===== src/hw/rtl/current_command_slew_limiter_assert.svh =====
// Assertion macros shared by the slew limiter. Both sample on clk_i and are
// switched off while rst_ni is low.
`ifndef CURRENT_COMMAND_SLEW_LIMITER_ASSERT_SVH
`define CURRENT_COMMAND_SLEW_LIMITER_ASSERT_SVH

// The consequent must hold in the same cycle as the antecedent.
`define CSCL_ASSERT_SAME(label, ante, cons, msg) \
  label: assert property (@(posedge clk_i) disable iff (!rst_ni) (ante) |-> (cons)) \
    else $error(msg);

// The consequent must hold in the cycle after the antecedent.
`define CSCL_ASSERT_NEXT(label, ante, cons, msg) \
  label: assert property (@(posedge clk_i) disable iff (!rst_ni) (ante) |=> (cons)) \
    else $error(msg);

`endif


===== src/hw/rtl/cscl_pkg.sv =====
package cscl_pkg;

  localparam int unsigned RATE_W    = 20;
  localparam int unsigned LIMIT_W   = 15;
  localparam int unsigned CUR_W     = 16;
  localparam int unsigned ELAPSED_W = 16;
  localparam int unsigned MODE_W    = 8;

  localparam int unsigned CFG_IDX_W  = 2;
  localparam int unsigned CFG_DATA_W = RATE_W;

  localparam logic [RATE_W-1:0]  BaseRateReset    = RATE_W'(20000);
  localparam logic [RATE_W-1:0]  ReleaseRateReset = '0;
  localparam logic [LIMIT_W-1:0] LimitReset       = LIMIT_W'(3000);

  // A stored mode of all ones means that no mode has been seen yet.
  localparam logic [MODE_W-1:0] NoMode = '1;

  typedef enum logic [CFG_IDX_W-1:0] {
    CfgBaseRamp    = 2'd0,
    CfgReleaseRamp = 2'd1,
    CfgLimit       = 2'd2
  } cfg_idx_e;

  typedef struct packed {
    logic signed [CUR_W-1:0]  target_current;
    logic [ELAPSED_W-1:0]     elapsed_us;
    logic [MODE_W-1:0]        ctrl_mode;
    logic                     safety_cut;
  } cmd_in_t;

  typedef struct packed {
    logic signed [CUR_W-1:0] command_current;
    logic                    pid_reset_request;
  } cmd_out_t;

  // Configuration as seen by the datapath; the user must keep it stable while items are in flight (not enforced here).
  typedef struct packed {
    logic [RATE_W-1:0]  base_rate;
    logic [RATE_W-1:0]  release_rate;
    logic [LIMIT_W-1:0] limit;
    logic               base_zero;
    logic               release_zero;
  } cscl_cfg_t;

endpackage


===== src/hw/rtl/cscl_ramp.sv =====
// Picks release or base ramp, moves the present command toward the target by
// at most one step (onto it at zero rate), applies limit, hold, safety cut.
module cscl_ramp
  import cscl_pkg::*;
#(
  parameter int unsigned STEP_W = 11
) (
  input  logic signed [CUR_W-1:0] cur_i,
  input  cmd_in_t                 item_i,
  input  logic [STEP_W-1:0]       step_base_i,
  input  logic [STEP_W-1:0]       step_rel_i,
  input  cscl_cfg_t               cfg_i,
  output logic signed [CUR_W-1:0] next_o
);

  localparam int unsigned DW = (STEP_W + 2 > CUR_W + 2) ? STEP_W + 2 : CUR_W + 2;

  logic signed [DW-1:0] tgt_x, cur_x, tgt_abs, cur_abs;
  logic signed [DW-1:0] step_x, delta, delta_c, pre, lim_x, clamped;
  logic [STEP_W-1:0]    step;
  logic                 releasing, use_rel, rate_zero;

  always_comb begin
    tgt_x   = DW'(item_i.target_current);
    cur_x   = DW'(cur_i);
    tgt_abs = (tgt_x < 0) ? -tgt_x : tgt_x;
    cur_abs = (cur_x < 0) ? -cur_x : cur_x;

    // Release applies when shrinking in magnitude or crossing through zero.
    releasing = (tgt_abs < cur_abs) || (cur_x < 0 && tgt_x > 0) || (cur_x > 0 && tgt_x < 0);
    use_rel   = releasing && !cfg_i.release_zero;
    rate_zero = use_rel ? 1'b0 : cfg_i.base_zero;
    step      = use_rel ? step_rel_i : step_base_i;
    step_x    = $signed({{(DW-STEP_W){1'b0}}, step});

    delta = tgt_x - cur_x;
    if (delta > step_x) begin
      delta_c = step_x;
    end else if (delta < -step_x) begin
      delta_c = -step_x;
    end else begin
      delta_c = delta;
    end

    pre   = rate_zero ? tgt_x : (cur_x + delta_c);
    lim_x = $signed({{(DW-LIMIT_W){1'b0}}, cfg_i.limit});
    if (pre > lim_x) begin
      clamped = lim_x;
    end else if (pre < -lim_x) begin
      clamped = -lim_x;
    end else begin
      clamped = pre;
    end

    if (item_i.safety_cut) begin
      next_o = '0;
    end else if (!rate_zero && item_i.elapsed_us == '0) begin
      next_o = cur_i;
    end else begin
      next_o = clamped[CUR_W-1:0];
    end
  end

endmodule


===== config.mk =====
export PLATFORM = sky130hd
export DESIGN_NAME = cscl_ramp
export DESIGN_NICKNAME = d
export VERILOG_FILES = /design/src/hw/rtl/current_command_slew_limiter_assert.svh /design/src/hw/rtl/cscl_pkg.sv /design/src/hw/rtl/cscl_ramp.sv
export SDC_FILE = /design/constraint.sdc
export NUM_CORES = 1
export LEC_CHECK = 0
export BUFFER_PORTS_ARGS = -buffer_cell sky130_fd_sc_hd__buf_4
export CAP_MARGIN = 20
export CORE_UTILIZATION = 40
export DETAILED_ROUTE_END_ITERATION = 7
export SLEW_MARGIN = 5
export SYNTH_ARGS = -nofsm -noshare
export SYNTH_HDL_FRONTEND = slang
export SYNTH_SLANG_ARGS = --single-unit

===== constraint.sdc =====
create_clock -name vclk -period 12.9
set_input_delay 0.645 -clock vclk [all_inputs]
set_output_delay 0.645 -clock vclk [all_outputs]
set_load 0.05 [all_outputs]

# After elaboration in Yosys (flattened, before gate mapping)
# Index checks and enable logic that the tools add are counted.
# classes
addsub	6
order_cmp	9
mux	11
n_reduce_logical	9
# ops
operator	n
two-way mux 18 bit	5
two-way mux 16 bit	4
< comparator 18 bit	2
negator 16 -> 18 bit	2
greater-than comparator 16 x 1 -> 1 bit, second input constant	2
< comparator 16 x 1 -> 1 bit, second input constant	2
adder 16 x 18 -> 18 bit	1
greater-than comparator 18 x 16 -> 1 bit	1
< comparator 17 x 18 -> 1 bit	1
negator 11 -> 18 bit	1
negator 15 -> 18 bit	1
greater-than comparator 17 x 12 -> 1 bit	1
subtractor 16 x 16 -> 17 bit	1
zero test 16 bit	1
two-way mux 11 bit	1
logical AND 1 bit	4
zero test 1 bit	2
logical OR 1 bit	2
two-way mux 1 bit	1
# totals
reg_bits	0
in_bits	136
out_inout_bits	16
word_cells	35

# Logic depth before layout (Yosys ltp)
# depth
ltp_word	18
mapped_depth	51
depth_no_buf	47

# Least setup slack after synthesis
# Ideal clock, no wire load.
# synth_path
kind	input port to output port
start	in item_i[30] in the netlist's numbering
end	out next_o[8]
t_arrival_ns	11.443
required_time_ns	12.255
slack_ns	0.812
path_stages	44
n_path_buf	5
path_cell_list	nor4_1 -> nand2_1 -> or2_2 -> o21ai_0 -> xnor2_1 -> ha_1 -> a211oi_2 -> o22ai_1 -> or4_1 -> a31o_2 -> a21oi_1 -> mux2i_1 -> ha_1 -> nand2b_1 -> clkbuf_1 -> or4b_1 -> xor2_1 -> ha_1 -> [8 not listed] -> o21bai_1 -> o21ai_1 -> o2bb2ai_1 -> a221o_1 -> a21oi_1 -> xnor2_1 -> or4_4 -> buf_6 -> nand3_1 -> ha_1 -> nor2b_1 -> a31o_2 -> a31oi_1 -> buf_2 -> buf_2 -> nand2_1 -> a21o_1 -> a311oi_1
# synth_via
elab_chain_len	18
elab_cells_between_ends	28
classes_between	add/sub: 4; order compare: 7; mux: 10; reduce/logical: 7
# synth_lines
element	line	text
from (decl)	cscl_ramp.sv:9	input cmd_in_t item_i,
negator 16 -> 18 bit or < comparator 16 x 1 -> 1 bit (tied branches)	cscl_ramp.sv:26, cscl_ramp.sv:30	
two-way mux 18 bit	cscl_ramp.sv:26	tgt_abs = (tgt_x < 0) ? -tgt_x : tgt_x;
< comparator 18 bit	cscl_ramp.sv:30	releasing = (tgt_abs < cur_abs) || (cur_x < 0 && tgt_x > 0) || (cur_x > 0 && tgt_x < 0);
logical OR 1 bit (2 in a row)	cscl_ramp.sv:30	
logical AND 1 bit	cscl_ramp.sv:31	use_rel = releasing && !cfg_i.release_zero;
two-way mux 11 bit	cscl_ramp.sv:33	step = use_rel ? step_rel_i : step_base_i;
negator 11 -> 18 bit	cscl_ramp.sv:39, cscl_ramp.sv:40	
< comparator 17 x 18 -> 1 bit	cscl_ramp.sv:39	end else if (delta < -step_x) begin
two-way mux 18 bit	cscl_ramp.sv:39	
two-way mux 18 bit	cscl_ramp.sv:37	if (delta > step_x) begin
adder 16 x 18 -> 18 bit	cscl_ramp.sv:45	pre = rate_zero ? tgt_x : (cur_x + delta_c);
two-way mux 18 bit	cscl_ramp.sv:45	
< comparator 18 bit	cscl_ramp.sv:49	end else if (pre < -lim_x) begin
two-way mux 16 bit	cscl_ramp.sv:49	
two-way mux 16 bit	cscl_ramp.sv:47	if (pre > lim_x) begin
two-way mux 16 bit *	cscl_ramp.sv:57	end else if (!rate_zero && item_i.elapsed_us == '0) begin
two-way mux 16 bit *	cscl_ramp.sv:55	if (item_i.safety_cut) begin
to (decl)	cscl_ramp.sv:13	output logic signed [CUR_W-1:0] next_o
# Mark *: on every way between the ends. The rest lies on a longest branch, timed or not.

# Worst setup path in the final report
# layout_path
start	in cur_i[1]
end	out next_o[6]
# layout_via
elab_chain_len	18
elab_cells_between_ends	28
classes_between	add/sub: 4; order compare: 7; mux: 10; reduce/logical: 7
# layout_lines
element	line	text
from (decl)	cscl_ramp.sv:8	input logic signed [CUR_W-1:0] cur_i,
negator 16 -> 18 bit or < comparator 16 x 1 -> 1 bit (tied branches)	cscl_ramp.sv:27, cscl_ramp.sv:30	
two-way mux 18 bit	cscl_ramp.sv:27	cur_abs = (cur_x < 0) ? -cur_x : cur_x;
< comparator 18 bit	cscl_ramp.sv:30	
logical OR 1 bit (2 in a row)	cscl_ramp.sv:30	
logical AND 1 bit	cscl_ramp.sv:31	
two-way mux 11 bit	cscl_ramp.sv:33	
negator 11 -> 18 bit	cscl_ramp.sv:39, cscl_ramp.sv:40	
< comparator 17 x 18 -> 1 bit	cscl_ramp.sv:39	
two-way mux 18 bit	cscl_ramp.sv:39	
two-way mux 18 bit	cscl_ramp.sv:37	
adder 16 x 18 -> 18 bit	cscl_ramp.sv:45	
two-way mux 18 bit	cscl_ramp.sv:45	
< comparator 18 bit	cscl_ramp.sv:49	
two-way mux 16 bit	cscl_ramp.sv:49	
two-way mux 16 bit	cscl_ramp.sv:47	
two-way mux 16 bit *	cscl_ramp.sv:57	
two-way mux 16 bit *	cscl_ramp.sv:55	
# Marks and branches as above.

==> results by group <==
Floorplan
  – Core Rows: 44
  – Die height: ~120 µm
  – Die width: about 120 µm
  – CORE AREA: roughly 0.015 mm²
  – Die area: around 0.016 mm²
  – I/O pin cnt: between 150 and 200
  – Starting Density: 0.4125

Job
  – Max-Cap Viols: 0

Setup path
  – CP bufs+invs: 4
  – CP endpoint kind: primary output
  – CP peak stage delay: approximately 0.64 ns
  – Arr. time, crit path: 11.48 ns
  – Crit path kind: in -> out
  – Crit path max-delay family: compound AO/OA/AOI/OAI gates
  – CP Data Required Time: 12.26 ns
  – Crit. path cell count: 44
  – Most frequent CP cell: ha_1
  – Worst-path fanout max: 16
  – Worst Setup Start Kind: input port
  – CP max-delay cell: nor4_1

Min path
  – Hold Crit Class: in -> out
  – Hold-critical path depth: 4

Global routing
  – Pin count of the biggest net entering global routing: 25
  – Global Route Usage Sum: 0.2406
  – Initial antenna violation count: 0
  – Vias in the first global route: about 6.3k
  – Grt ovf: 0
  – First-pass GRT wire length: 31020 µm

Clocking
  – Post-CTS setup buffers: 0

Timing
  – Final slew viol count: 0
  – Endpoints failing setup: 0
  – Worst slew pin tran: just under 1 ns
  – Setup TNS: 0 ns
  – WHS: 1.720 ns
  – Relative slew slack: 0.3556
  – Worst Setup Slack, final: 0.7774 ns
  – Crit path time final: between 10 and 15 ns
  – Period utilization: 0.9397
  – Hold Violations, Final: 0
  – RSZ-0062 raised after global routing: no
  – Fmax: 0.08249 GHz

Power
  – Internal power: between 0.2 and 0.3 mW
  – Switching Share: 0.5937
  – Leak Pwr: between 3 and 4 nW
  – Clock Power Share: 0
  – Combinational Power Share: 1.000
  – Pwr per Cell Area: approximately 92 mW/mm²
  – Psw: about 0.39 mW
  – Power, Total: ~0.65 mW
  – Seq pwr share: 0
  – Max VDD drop: between 0.09 and 0.1 mV

Layout
  – Antenna diode instance count: 0
  – Finished Core Util: 0.4865
  – Layout clock buffers: 0
  – Fraction of layout cells with a size suffix above 1: 0.1682
  – Final Instance Area: roughly 0.0071 mm²
  – FF+latch area: 0 µm²
  – Synthesis-to-finish area growth: 17.94%
  – Number of flip-flops and latches: 0
  – Finished Layout Cells: approximately 1.1k
  – Final #Nets: roughly 1.2k

Route
  – DRT iter0 DRCs: between 200 and 300
  – Vias/cell: ~5.8
  – DRT Pass-1 Iters: 5
  – Routed WL: approximately 19000 µm
  – WL per Instance: 16.89 µm
  – Via Count: 6596
  – DR DRC count: 0
  – Routed Antenna Nets: 0

Place
  – Gpl congestion: about 0.95
  – IO buf count: 104
  – Placed wire-length estimate: between 15000 and 20000 µm
  – Dpl ws: 0.4981 ns
  – Placed Cells: roughly 1.1k
  – Placed cell areas: about 0.0071 mm²

Logic synthesis
  – Syn Inst Count: 860
  – Post-synth top area cell: ha_1
  – Largest cells by area after synthesis: ha_1 (23%), xnor2_1 (8.4%), a21oi_1 (5.7%), mux2i_1 (5.2%), nand2_1 (5.1%)
  – Synth Warn #: 0
  – Post-synthesis cell type count: between 80 and 90
  – Syn Area/Cell: between 6 and 7 µm²
  – Yosys top cell area share: 0.2328
  – Sequential area share after synthesis: 0
  – Syn Std Cell Area: roughly 0.0060 mm²

Status
  – Outcome: complete, no violations
logic make-up after synthesis:
kind of cell / count (synthesis) / share of synthesized area
AOI/OAI and AO/OA: 251 / 0.2815
adders and majority gates: 114 / 0.2395
muxes: 38 / 0.06507
buffers and inverters: 88 / 0.05946
other: 2 / 0.001248
and+or+nand+nor: 296 / 0.2499
xor gates and xnor gates: 71 / 0.1033
cell type report:
class | count | area (µm²)
Fill cell | 1536 | 7491
Multi-Input combinational cell | 774 | 5723
Timing Repair Buffer | 121 | 912.1
Inverter | 62 | 232.7
Tap cell | 184 | 230.2
what timing repair did:
item / 4_1_cts / 5_1_grt
setup endpoints to repair: 0 / 16
resized for setup: 0 / 8
hold buffers: 0 / 0
worst paths after layout:
check	from	end	slack, ns
worst min-delay path	cur_i[10]	next_o[10]	1.72
worst max-delay path	cur_i[1]	next_o[6]	0.78
synthesized netlist by cell type, types with 18 or more instances:
library cell / instances
ha_1: 112
nor2_1: 64
nand2_1: 82
inv_1: 60
o21ai_0: 39
nor3_1: 28
a21oi_1: 68
mux2i_1: 31
a21o_1: 19
xnor2_1: 58
clkbuf_1: 18
nand3_1: 22
routing by layer:
| layer | track usage | routed length [µm] | part of all wire |
|---|---|---|---|
| met1 | 0.3144 | 8959 | 0.46 |
| met2 | 0.4374 | 9236 | 0.48 |
| met3 | 0.009021 | 688 | 0.036 |
| met4 | 0.04465 | 386 | 0.020 |
| met5 | 0 | 0 | 0 |
placed cells by master (no fill, tap or decap), drive strengths merged, types with 3 or more instances in the layout:
master     n
buf      121
ha       112
nand2     82
a21oi     68
nor2      64
inv       61
xnor2     58
o21ai     50
mux2i     32
nor3      29
nand3     23
a21o      19
a211oi    18
nor4      18
nand4     15
nand2b    14
o31ai     13
xor2      13
nor2b     11
and2       9
o21a       8
a31o       8
a31oi      8
o211ai     7
o21bai     6
mux2       6
or4        6
or3        6
a41oi      5
and3       5
a311oi     4
conb       4
o41ai      4
or2        3
o2111ai    3
a221o      3
o311a      3
nor3b      3
a21boi     3
a2111oi    3
power groups by stage:
stage	registers, mW	logic [mW]	clock network [mW]
final	0	0.655	0
after global routing	0	0.725	0
after CTS	0	0.651	0
after detailed placement	0	0.647	0
after global placement	0	0.644	0
after floorplan	0	0.477	0
Power figures use the tool's default switching activity.
