--- config.mk ---
export PLATFORM = sky130hd
export DESIGN_NAME = cscl_step_pipe
export DESIGN_NICKNAME = d
export VERILOG_FILES = /design/src/hw/rtl/current_command_slew_limiter_assert.svh /design/src/hw/rtl/cscl_pkg.sv /design/src/hw/rtl/cscl_step_pipe.sv
export SDC_FILE = /design/constraint.sdc
export NUM_CORES = 2
export LEC_CHECK = 0
export ABC_CLOCK_PERIOD_IN_PS = 10850
export CORE_ASPECT_RATIO = 1.25
export CORE_MARGIN = 10
export CORE_UTILIZATION = 37
export CTS_BUF_LIST = sky130_fd_sc_hd__clkbuf_2
export CTS_CLUSTER_SIZE = 28
export DETAILED_ROUTE_END_ITERATION = 6
export DONT_BUFFER_PORTS = 1
export HOLD_SLACK_MARGIN = 0.15
export SLEW_MARGIN = 20
export SYNTH_ARGS = -nofsm -noshare
export SYNTH_HDL_FRONTEND = slang
export SYNTH_SLANG_ARGS = --single-unit
--- constraint.sdc ---
create_clock -name clk_i -period 10.85 [get_ports clk_i]
set_input_delay 1.085 -clock clk_i [delete_from_list [all_inputs] [get_ports clk_i]]
set_output_delay 1.085 -clock clk_i [all_outputs]
set_load 0.03 [all_outputs]
--- src/hw/rtl/current_command_slew_limiter_assert.svh ---
// Assertion macros shared by the slew limiter. Both sample on clk_i and are
// switched off while rst_ni is low.
`ifndef CURRENT_COMMAND_SLEW_LIMITER_ASSERT_SVH
`define CURRENT_COMMAND_SLEW_LIMITER_ASSERT_SVH

// The consequent must hold in the same cycle as the antecedent.
`define CSCL_ASSERT_SAME(label, ante, cons, msg) \
  label: assert property (@(posedge clk_i) disable iff (!rst_ni) (ante) |-> (cons)) \
    else $error(msg);

// The consequent must hold in the cycle after the antecedent.
`define CSCL_ASSERT_NEXT(label, ante, cons, msg) \
  label: assert property (@(posedge clk_i) disable iff (!rst_ni) (ante) |=> (cons)) \
    else $error(msg);

`endif

--- src/hw/rtl/cscl_pkg.sv ---
package cscl_pkg;

  localparam int unsigned RATE_W    = 20;
  localparam int unsigned LIMIT_W   = 15;
  localparam int unsigned CUR_W     = 16;
  localparam int unsigned ELAPSED_W = 16;
  localparam int unsigned MODE_W    = 8;

  localparam int unsigned CFG_IDX_W  = 2;
  localparam int unsigned CFG_DATA_W = RATE_W;

  localparam logic [RATE_W-1:0]  BaseRateReset    = RATE_W'(20000);
  localparam logic [RATE_W-1:0]  ReleaseRateReset = '0;
  localparam logic [LIMIT_W-1:0] LimitReset       = LIMIT_W'(3000);

  // A stored mode of all ones means that no mode has been seen yet.
  localparam logic [MODE_W-1:0] NoMode = '1;

  typedef enum logic [CFG_IDX_W-1:0] {
    CfgBaseRamp    = 2'd0,
    CfgReleaseRamp = 2'd1,
    CfgLimit       = 2'd2
  } cfg_idx_e;

  typedef struct packed {
    logic signed [CUR_W-1:0]  target_current;
    logic [ELAPSED_W-1:0]     elapsed_us;
    logic [MODE_W-1:0]        ctrl_mode;
    logic                     safety_cut;
  } cmd_in_t;

  typedef struct packed {
    logic signed [CUR_W-1:0] command_current;
    logic                    pid_reset_request;
  } cmd_out_t;

  // Configuration as seen by the datapath; the user must keep it stable while items are in flight (not enforced here).
  typedef struct packed {
    logic [RATE_W-1:0]  base_rate;
    logic [RATE_W-1:0]  release_rate;
    logic [LIMIT_W-1:0] limit;
    logic               base_zero;
    logic               release_zero;
  } cscl_cfg_t;

endpackage

--- src/hw/rtl/cscl_step_pipe.sv ---
// Four-stage pipeline that turns the elapsed time of a word into the largest
// allowed step for both ramp rates. The word itself travels alongside.
module cscl_step_pipe
  import cscl_pkg::*;
#(
  parameter int unsigned MAX_ELAPSED_US = 1000,
  localparam int unsigned T_W    = $clog2(MAX_ELAPSED_US + 1),
  localparam int unsigned P_W    = RATE_W + T_W,
  localparam int unsigned STEP_W = P_W - 19
) (
  input  logic                clk_i,
  input  logic                rst_ni,
  input  cscl_cfg_t           cfg_i,
  input  logic                in_valid_i,
  output logic                in_ready_o,
  input  cmd_in_t             in_item_i,
  output logic                out_valid_o,
  input  logic                out_ready_i,
  output cmd_in_t             out_item_o,
  output logic [STEP_W-1:0]   step_base_o,
  output logic [STEP_W-1:0]   step_rel_o
);

  // Division by one million is a multiply by a rounded-up reciprocal of
  // 2^K / 1e6. The rounding error stays below 2^20, so the quotient is exact
  // for every product below 2^P_W.
  localparam int unsigned K     = P_W + 20;
  localparam int unsigned M_W   = P_W + 1;
  localparam int unsigned ML_W  = 18;
  localparam int unsigned MH_W  = M_W - ML_W;
  localparam int unsigned SUM_W = P_W + M_W;
  localparam longint unsigned RecipM =
    ((64'd1 << K) + 64'd999999) / 64'd1000000;
  localparam logic [M_W-1:0]  RecipV  = M_W'(RecipM);
  localparam logic [ML_W-1:0] RecipLo = RecipV[ML_W-1:0];
  localparam logic [MH_W-1:0] RecipHi = RecipV[M_W-1:ML_W];
  localparam logic [T_W-1:0]  MaxT    = T_W'(MAX_ELAPSED_US);

  logic [3:0] v_q, v_d, rdy;
  cmd_in_t    item_q [4];

  logic [T_W-1:0]       t_q, t_d;
  logic [P_W-1:0]       pb_q, pb_d, pr_q, pr_d;
  logic [P_W+ML_W-1:0]  pb_lo_q, pb_lo_d, pr_lo_q, pr_lo_d;
  logic [P_W+MH_W-1:0]  pb_hi_q, pb_hi_d, pr_hi_q, pr_hi_d;
  logic [SUM_W-1:0]     sum_b, sum_r;
  logic [STEP_W-1:0]    sb_q, sb_d, sr_q, sr_d;

  always_comb begin
    rdy[3] = !v_q[3] || out_ready_i;
    for (int k = 2; k >= 0; k--) begin
      rdy[k] = !v_q[k] || rdy[k+1];
    end
    v_d[0] = rdy[0] ? in_valid_i : v_q[0];
    for (int k = 1; k < 4; k++) begin
      v_d[k] = rdy[k] ? v_q[k-1] : v_q[k];
    end
  end

  always_comb begin
    if (in_item_i.elapsed_us > ELAPSED_W'(MAX_ELAPSED_US)) begin
      t_d = MaxT;
    end else begin
      t_d = in_item_i.elapsed_us[T_W-1:0];
    end
    pb_d    = P_W'(cfg_i.base_rate) * P_W'(t_q);
    pr_d    = P_W'(cfg_i.release_rate) * P_W'(t_q);
    pb_lo_d = (P_W+ML_W)'(pb_q) * (P_W+ML_W)'(RecipLo);
    pr_lo_d = (P_W+ML_W)'(pr_q) * (P_W+ML_W)'(RecipLo);
    pb_hi_d = (P_W+MH_W)'(pb_q) * (P_W+MH_W)'(RecipHi);
    pr_hi_d = (P_W+MH_W)'(pr_q) * (P_W+MH_W)'(RecipHi);
    sum_b   = {pb_hi_q, {ML_W{1'b0}}} + SUM_W'(pb_lo_q);
    sum_r   = {pr_hi_q, {ML_W{1'b0}}} + SUM_W'(pr_lo_q);
    sb_d    = sum_b[SUM_W-1:K];
    sr_d    = sum_r[SUM_W-1:K];
  end

  always_ff @(posedge clk_i or negedge rst_ni) begin
    if (!rst_ni) begin
      v_q <= '0;
    end else begin
      v_q <= v_d;
    end
  end

  always_ff @(posedge clk_i) begin
    if (rdy[0]) begin
      item_q[0] <= in_item_i;
      t_q       <= t_d;
    end
    if (rdy[1]) begin
      item_q[1] <= item_q[0];
      pb_q      <= pb_d;
      pr_q      <= pr_d;
    end
    if (rdy[2]) begin
      item_q[2] <= item_q[1];
      pb_lo_q   <= pb_lo_d;
      pr_lo_q   <= pr_lo_d;
      pb_hi_q   <= pb_hi_d;
      pr_hi_q   <= pr_hi_d;
    end
    if (rdy[3]) begin
      item_q[3] <= item_q[2];
      sb_q      <= sb_d;
      sr_q      <= sr_d;
    end
  end

  assign in_ready_o  = rdy[0];
  assign out_valid_o = v_q[3];
  assign out_item_o  = item_q[3];
  assign step_base_o = sb_q;
  assign step_rel_o  = sr_q;

endmodule

# ---- Word-level counts from Yosys, hierarchy flattened
# Memory sizes are Yosys's and may differ from the RTL's.
# Index checks and enable logic that the tools add are counted.
dict set report totals {
  register_bits 276
  ram_bits 164
  inputBits 102
  out_inout_bits 65
  memories 1
}
# name depth width read_ports rd_clocked_by_memory_dff wr line_no
set mem_list {}
lappend mem_list {item_q 4 41 4 0 4 cscl_step_pipe.sv:40} ;# cmd_in_t item_q [4];
dict set report op_classes {
  addsub 2
  n_mul 6
  magnitude_cmp 1
  n_mux 8
  reduce_logical 8
}
# cell count
set op_table {}
lappend op_table {{adder 61 x 48 -> 61 bit} 2}
lappend op_table {{multiplier 30 x 18 -> 48 bit, second input constant} 2}
lappend op_table {{multiplier 30 x 12 -> 42 bit, second input constant} 2}
lappend op_table {{multiplier 20 x 10 -> 30 bit} 2}
lappend op_table {{greater-than comparator 16 x 10 -> 1 bit, second input constant} 1}
lappend op_table {{2-to-1 mux 1 bit} 8}
lappend op_table {{logical NOT 1 bit} 4}
lappend op_table {{logical OR 1 bit} 4}

# ---- Longest topological paths before layout
dict set report depth {
  depth_word 7
  ltp_mapped 23
  depth_no_buf 23
}

# ---- Worst setup path before layout
# OpenSTA, ideal clock, no wires.
dict set report synth_path {
  path_kind {input port to flip-flop}
  startpoint {input port cfg_i[43] in the netlist's numbering}
  endpoint {register pb_q[28], data pin}
  arrival_ps 6016
  slack_ps 4577
  stages 20
  path_buffers 1
  cell_sequence {clkbuf_1 > and2_1 > fa_1 > inv_1 > fa_1 > inv_1 > fa_1 > fa_1 > fa_1 > ha_1 > a21o_1 > a21o_1 > a21oi_1 > o21ai_1 > o41ai_2 > o31ai_1 > a211o_1 > a41o_1 > a21oi_1 > xnor2_1}
}
dict set report synth_via {
  elab_chain_cells 1
}
# element line_no
set synth_rtl {}
lappend synth_rtl {{from (decl)} cscl_step_pipe.sv:13} ;# input cscl_cfg_t cfg_i,
lappend synth_rtl {{multiplier 20 x 10 -> 30 bit} cscl_step_pipe.sv:66} ;# pb_d = P_W'(cfg_i.base_rate) * P_W'(t_q);
lappend synth_rtl {{named net pb_d[28]} cscl_step_pipe.sv:43} ;# logic [P_W-1:0] pb_q, pb_d, pr_q, pr_d;
lappend synth_rtl {{to (signal assigned)} cscl_step_pipe.sv:93} ;# pb_q <= pb_d;
lappend synth_rtl {{to (decl)} cscl_step_pipe.sv:43}
# The timed path passes the listed nets, and every way through them passes these cells.
# A chain may end at the register's enable or synchronous reset.

# ---- Worst setup path after layout
dict set report layout_path {
  startpoint {register pr_q[10]}
  endpoint {register pr_lo_q[45], data pin}
}
dict set report layout_via {
  elab_chain_cells 1
}
# element line_no
set layout_rtl {}
lappend layout_rtl {{from (decl)} cscl_step_pipe.sv:43}
lappend layout_rtl {{from (signal assigned)} cscl_step_pipe.sv:94} ;# pr_q <= pr_d;
lappend layout_rtl {{multiplier 30 x 18 -> 48 bit} cscl_step_pipe.sv:69} ;# pr_lo_d = (P_W+ML_W)'(pr_q) * (P_W+ML_W)'(RecipLo);
lappend layout_rtl {{named net pr_lo_d[45]} cscl_step_pipe.sv:44} ;# logic [P_W+ML_W-1:0] pb_lo_q, pb_lo_d, pr_lo_q, pr_lo_d;
lappend layout_rtl {{to (signal assigned)} cscl_step_pipe.sv:99} ;# pr_lo_q <= pr_lo_d;
lappend layout_rtl {{to (decl)} cscl_step_pipe.sv:44}
# The timed path passes the listed nets, and every way through them passes these cells.

==> impl_metrics.py <==
metrics = {
    "run_status": {
        "outcome": "complete, no violations",
    },
    "floorplanning": {
        "fp.dieH_um": 443.8,
        "dieArea_mm2": 0.1594,
        "pin_count": 167,
        "floorplan.die.width_um": 359.1,
        "core_area_mm2": 0.1427,
        "fp-row-count": 155,
        "initial_utilization": 0.3725,
    },
    "setup_path": {
        "endpoint_kind": "flip-flop",
        "start_kind": "flip-flop",
        "reg2reg_slack_ns": 3.68,
        "r2r_start": "pr_q[10]",
        "worstReg2RegEnd": "pr_lo_q[45]",
        "cpPeakStageDelay_ns": 0.77,
        "endpoint": "pr_lo_q[45]",
        "cpMostUsedCell": "fa_1",
        "worstPathArrival_ns": 8.26,
        "critical_path_class": "reg2reg",
        "required_ns": 11.94,
        "crit_fanout": 10,
        "cpMaxStageDelayCell": "edfxtp_1",
        "crit_start": "pr_q[10]",
        "reg2reg_depth": 21,
        "worstPathCellList": "inv_1, fa_1, inv_1, ha_1, xor2_1, fa_1, fa_1, inv_1, fa_1, fa_1, inv_1, ha_1, nand3_1, or4_1, o221ai_2, o31ai_2, a31oi_1, a21oi_1, o21ai_1, a31oi_1, xnor2_1",
    },
    "timing": {
        "skew_ns": 0.1301,
        "whs_ns": 0.3802,
        "final_hold_viol_count": 0,
        "setup_violations": 0,
        "finalCriticalPeriod_ns": 7.167,
        "slew_viol_final": 0,
        "tightest_slew_ns": 1.065,
        "clock.fmax_mhz": 139.5,
        "rsz0062_at_grt": "false",
        "slew_headroom": 0.2900,
        "period_share": 0.6606,
        "tns_ns": 0,
    },
    "logic_synthesis": {
        "yosys_warnings": 0,
        "syn_avg_cell_area_um2": 10.83,
        "synth_edf_count": 398,
        "ys_top_cells_by_area": "fa_1 31%, edfxtp_1 22%, ha_1 19%",
        "synth_top_area_cell": "fa_1",
        "ys.flop_type": "edfxtp_1",
        "seq_area_frac_synth": 0.2267,
        "synth_nets": 6642,
        "synthDistinctLibCells": 84,
        "syn_area_mm2": 0.05317,
        "synth_top_area_frac": 0.3095,
        "ys_seq_elements": 402,
        "synth-async-reset-ratio": 0.009950,
        "syn-instance-count": 4910,
    },
    "cts": {
        "post_cts_buffers": 0,
        "clock-sinks": 402,
        "cts_resized": 0,
        "insertion_delay_ns": 1.34,
        "cts_tree": "done",
        "cts_inserted_buffers": 98,
        "cts_max_level": 3,
        "cts_root_buffer": "clkbuf_2",
        "path_clk_slew_ns": 0.17,
        "clock_path_buffers": 3,
    },
    "final_layout": {
        "final_nets": 6765,
        "mostFrequentLayoutCell": "inv_1",
        "final_cell_mix": "1216 x inv_1, 822 x fa_1, 808 x ha_1, 398 x edfxtp_1, 312 x nand2_1",
        "syn_to_final_growth_pct": 7.704,
        "drive_above_1_share": 0.04331,
        "fillers": 13970,
    },
    "run": {
        "cap_viol_max_count": 0,
    },
    "route": {
        "drtIter0Drc": 1465,
        "vias": 34040,
        "detail-route-antenna-nets": 0,
        "drt_wl_total_um": 121600,
        "wl_per_cell_um": 17.38,
        "drc": 0,
        "viasPerCell": 4.868,
        "firstDrtPassIters": 5,
    },
    "global_routing": {
        "grt_max_degree": 82,
        "grt_pass1_vias": 37070,
        "track_usage": 0.1548,
        "grt_pass1_wl_um": 198000,
        "grt-ovfl-total": 0,
        "antenna_found_initial": 7,
    },
    "place": {
        "dpl.hpwl_um": 98020,
        "routabilityCongestion": 0.8548,
        "io_buffers": 0,
    },
    "worst_hold_path": {
        "min_path_type": "reg2reg",
    },
}
synth_stat cells, types with 12 or more instances:
| master | number |
|---|---|
| inv_1 | 1217 |
| fa_1 | 822 |
| ha_1 | 808 |
| edfxtp_1 | 398 |
| nand2_1 | 313 |
| and2_1 | 180 |
| a21oi_1 | 147 |
| a21o_1 | 146 |
| xnor2_1 | 139 |
| nor2_1 | 102 |
| xor2_1 | 88 |
| clkbuf_1 | 84 |
| o21ai_0 | 49 |
| nand3_1 | 45 |
| nand4_1 | 35 |
| nor3_1 | 29 |
| nand2b_1 | 21 |
| o21a_1 | 20 |
| a31oi_1 | 18 |
| nor2b_1 | 18 |
| o21bai_1 | 18 |
| a211oi_1 | 16 |
| o21ai_1 | 16 |
| and3_1 | 15 |
| o31ai_1 | 12 |
per-layer routing:
layer	up-vias	track usage	routed length, µm
li1	16000	-	-
met1	17320	0.1905	50880
met2	572	0.2797	62950
met3	141	0.02374	5295
met4	4	0.04009	2411
met5	-	0	23
stage by stage:
step,util,cells,worst slack (ns),area (µm²)
floorplan,-,4910,4.577,53170
global placement,0.3879,6726,3.797,55370
detailed placement,0.3879,6726,3.732,55370
CTS,0.4011,6987,3.706,57250
global route,0.4011,6989,3.337,57260
finish,0.4012,6993,3.683,57270
logic make-up after synthesis:
family	synth area share
DFF	0.2267
and+or+nand+nor	0.07528
adders and majority gates	0.4996
AOI/OAI and AO/OA	0.06862
muxes	0.0001883
xor gates and xnor gates	0.03739
buffers and inverters	0.09224
registers in the layout (all words and copies together) (netlist names):
register and flops:
item_q 164, pb_hi_q 37, pr_hi_q 37, pb_lo_q 34, pr_lo_q 34, pb_q 30
pr_q 30, step_base_o 11, step_rel_o 11, t_q 10, v_q 4
layout make-up:
class | count | area (µm²) | share of cell area
multi-input combinational | 3202 | 36230 | 0.6327
sequential | 402 | 12050 | 0.2104
inverter | 1217 | 4569 | 0.07979
tap | 1884 | 2357 | 0.04116
timing repair buffer | 112 | 1069 | 0.01866
clock buffer | 139 | 695.7 | 0.01215
clock inverter | 31 | 275.3 | 0.004807
antenna | 6 | 15.01 | 0.0002622
worst min path at each step:
stage	start	to	slack [ns]	cells after the start
2_1_floorplan	item_q[0][0]	item_q[1][0]	0.40	0
3_3_place_gp	item_q[1][2]	item_q[2][2]	0.40	0
3_5_place_dp	item_q[0][31]	item_q[1][31]	0.40	0
4_1_cts	cfg_i[24]	pr_q[7]	0.15	4
5_1_grt	in_item_i[21]	item_q[0][21]	0.30	1
6_report	item_q[2][0]	item_q[3][0]	0.38	0
repair_timing:
action / CTS / global route
endpoints found under the setup margin: 0 / 0
endpoints found under the hold margin: 80 / 0
hold buffers: 91 / 0
worst max-delay path: cells and delay by family (launching register included):
| family | cells | cell delay [ns] |
|---|---|---|
| DFF | 1 | 0.77 |
| AOI/OAI and AO/OA | 6 | 1.45 |
| and+or+nand+nor | 2 | 0.71 |
| xor gates and xnor gates | 2 | 0.32 |
| adders and majority gates | 7 | 3.26 |
| buffers and inverters | 4 | 0.39 |
Power is not shown: default switching activity piles up to over one toggle a cycle in this logic, so the estimate is an artifact.
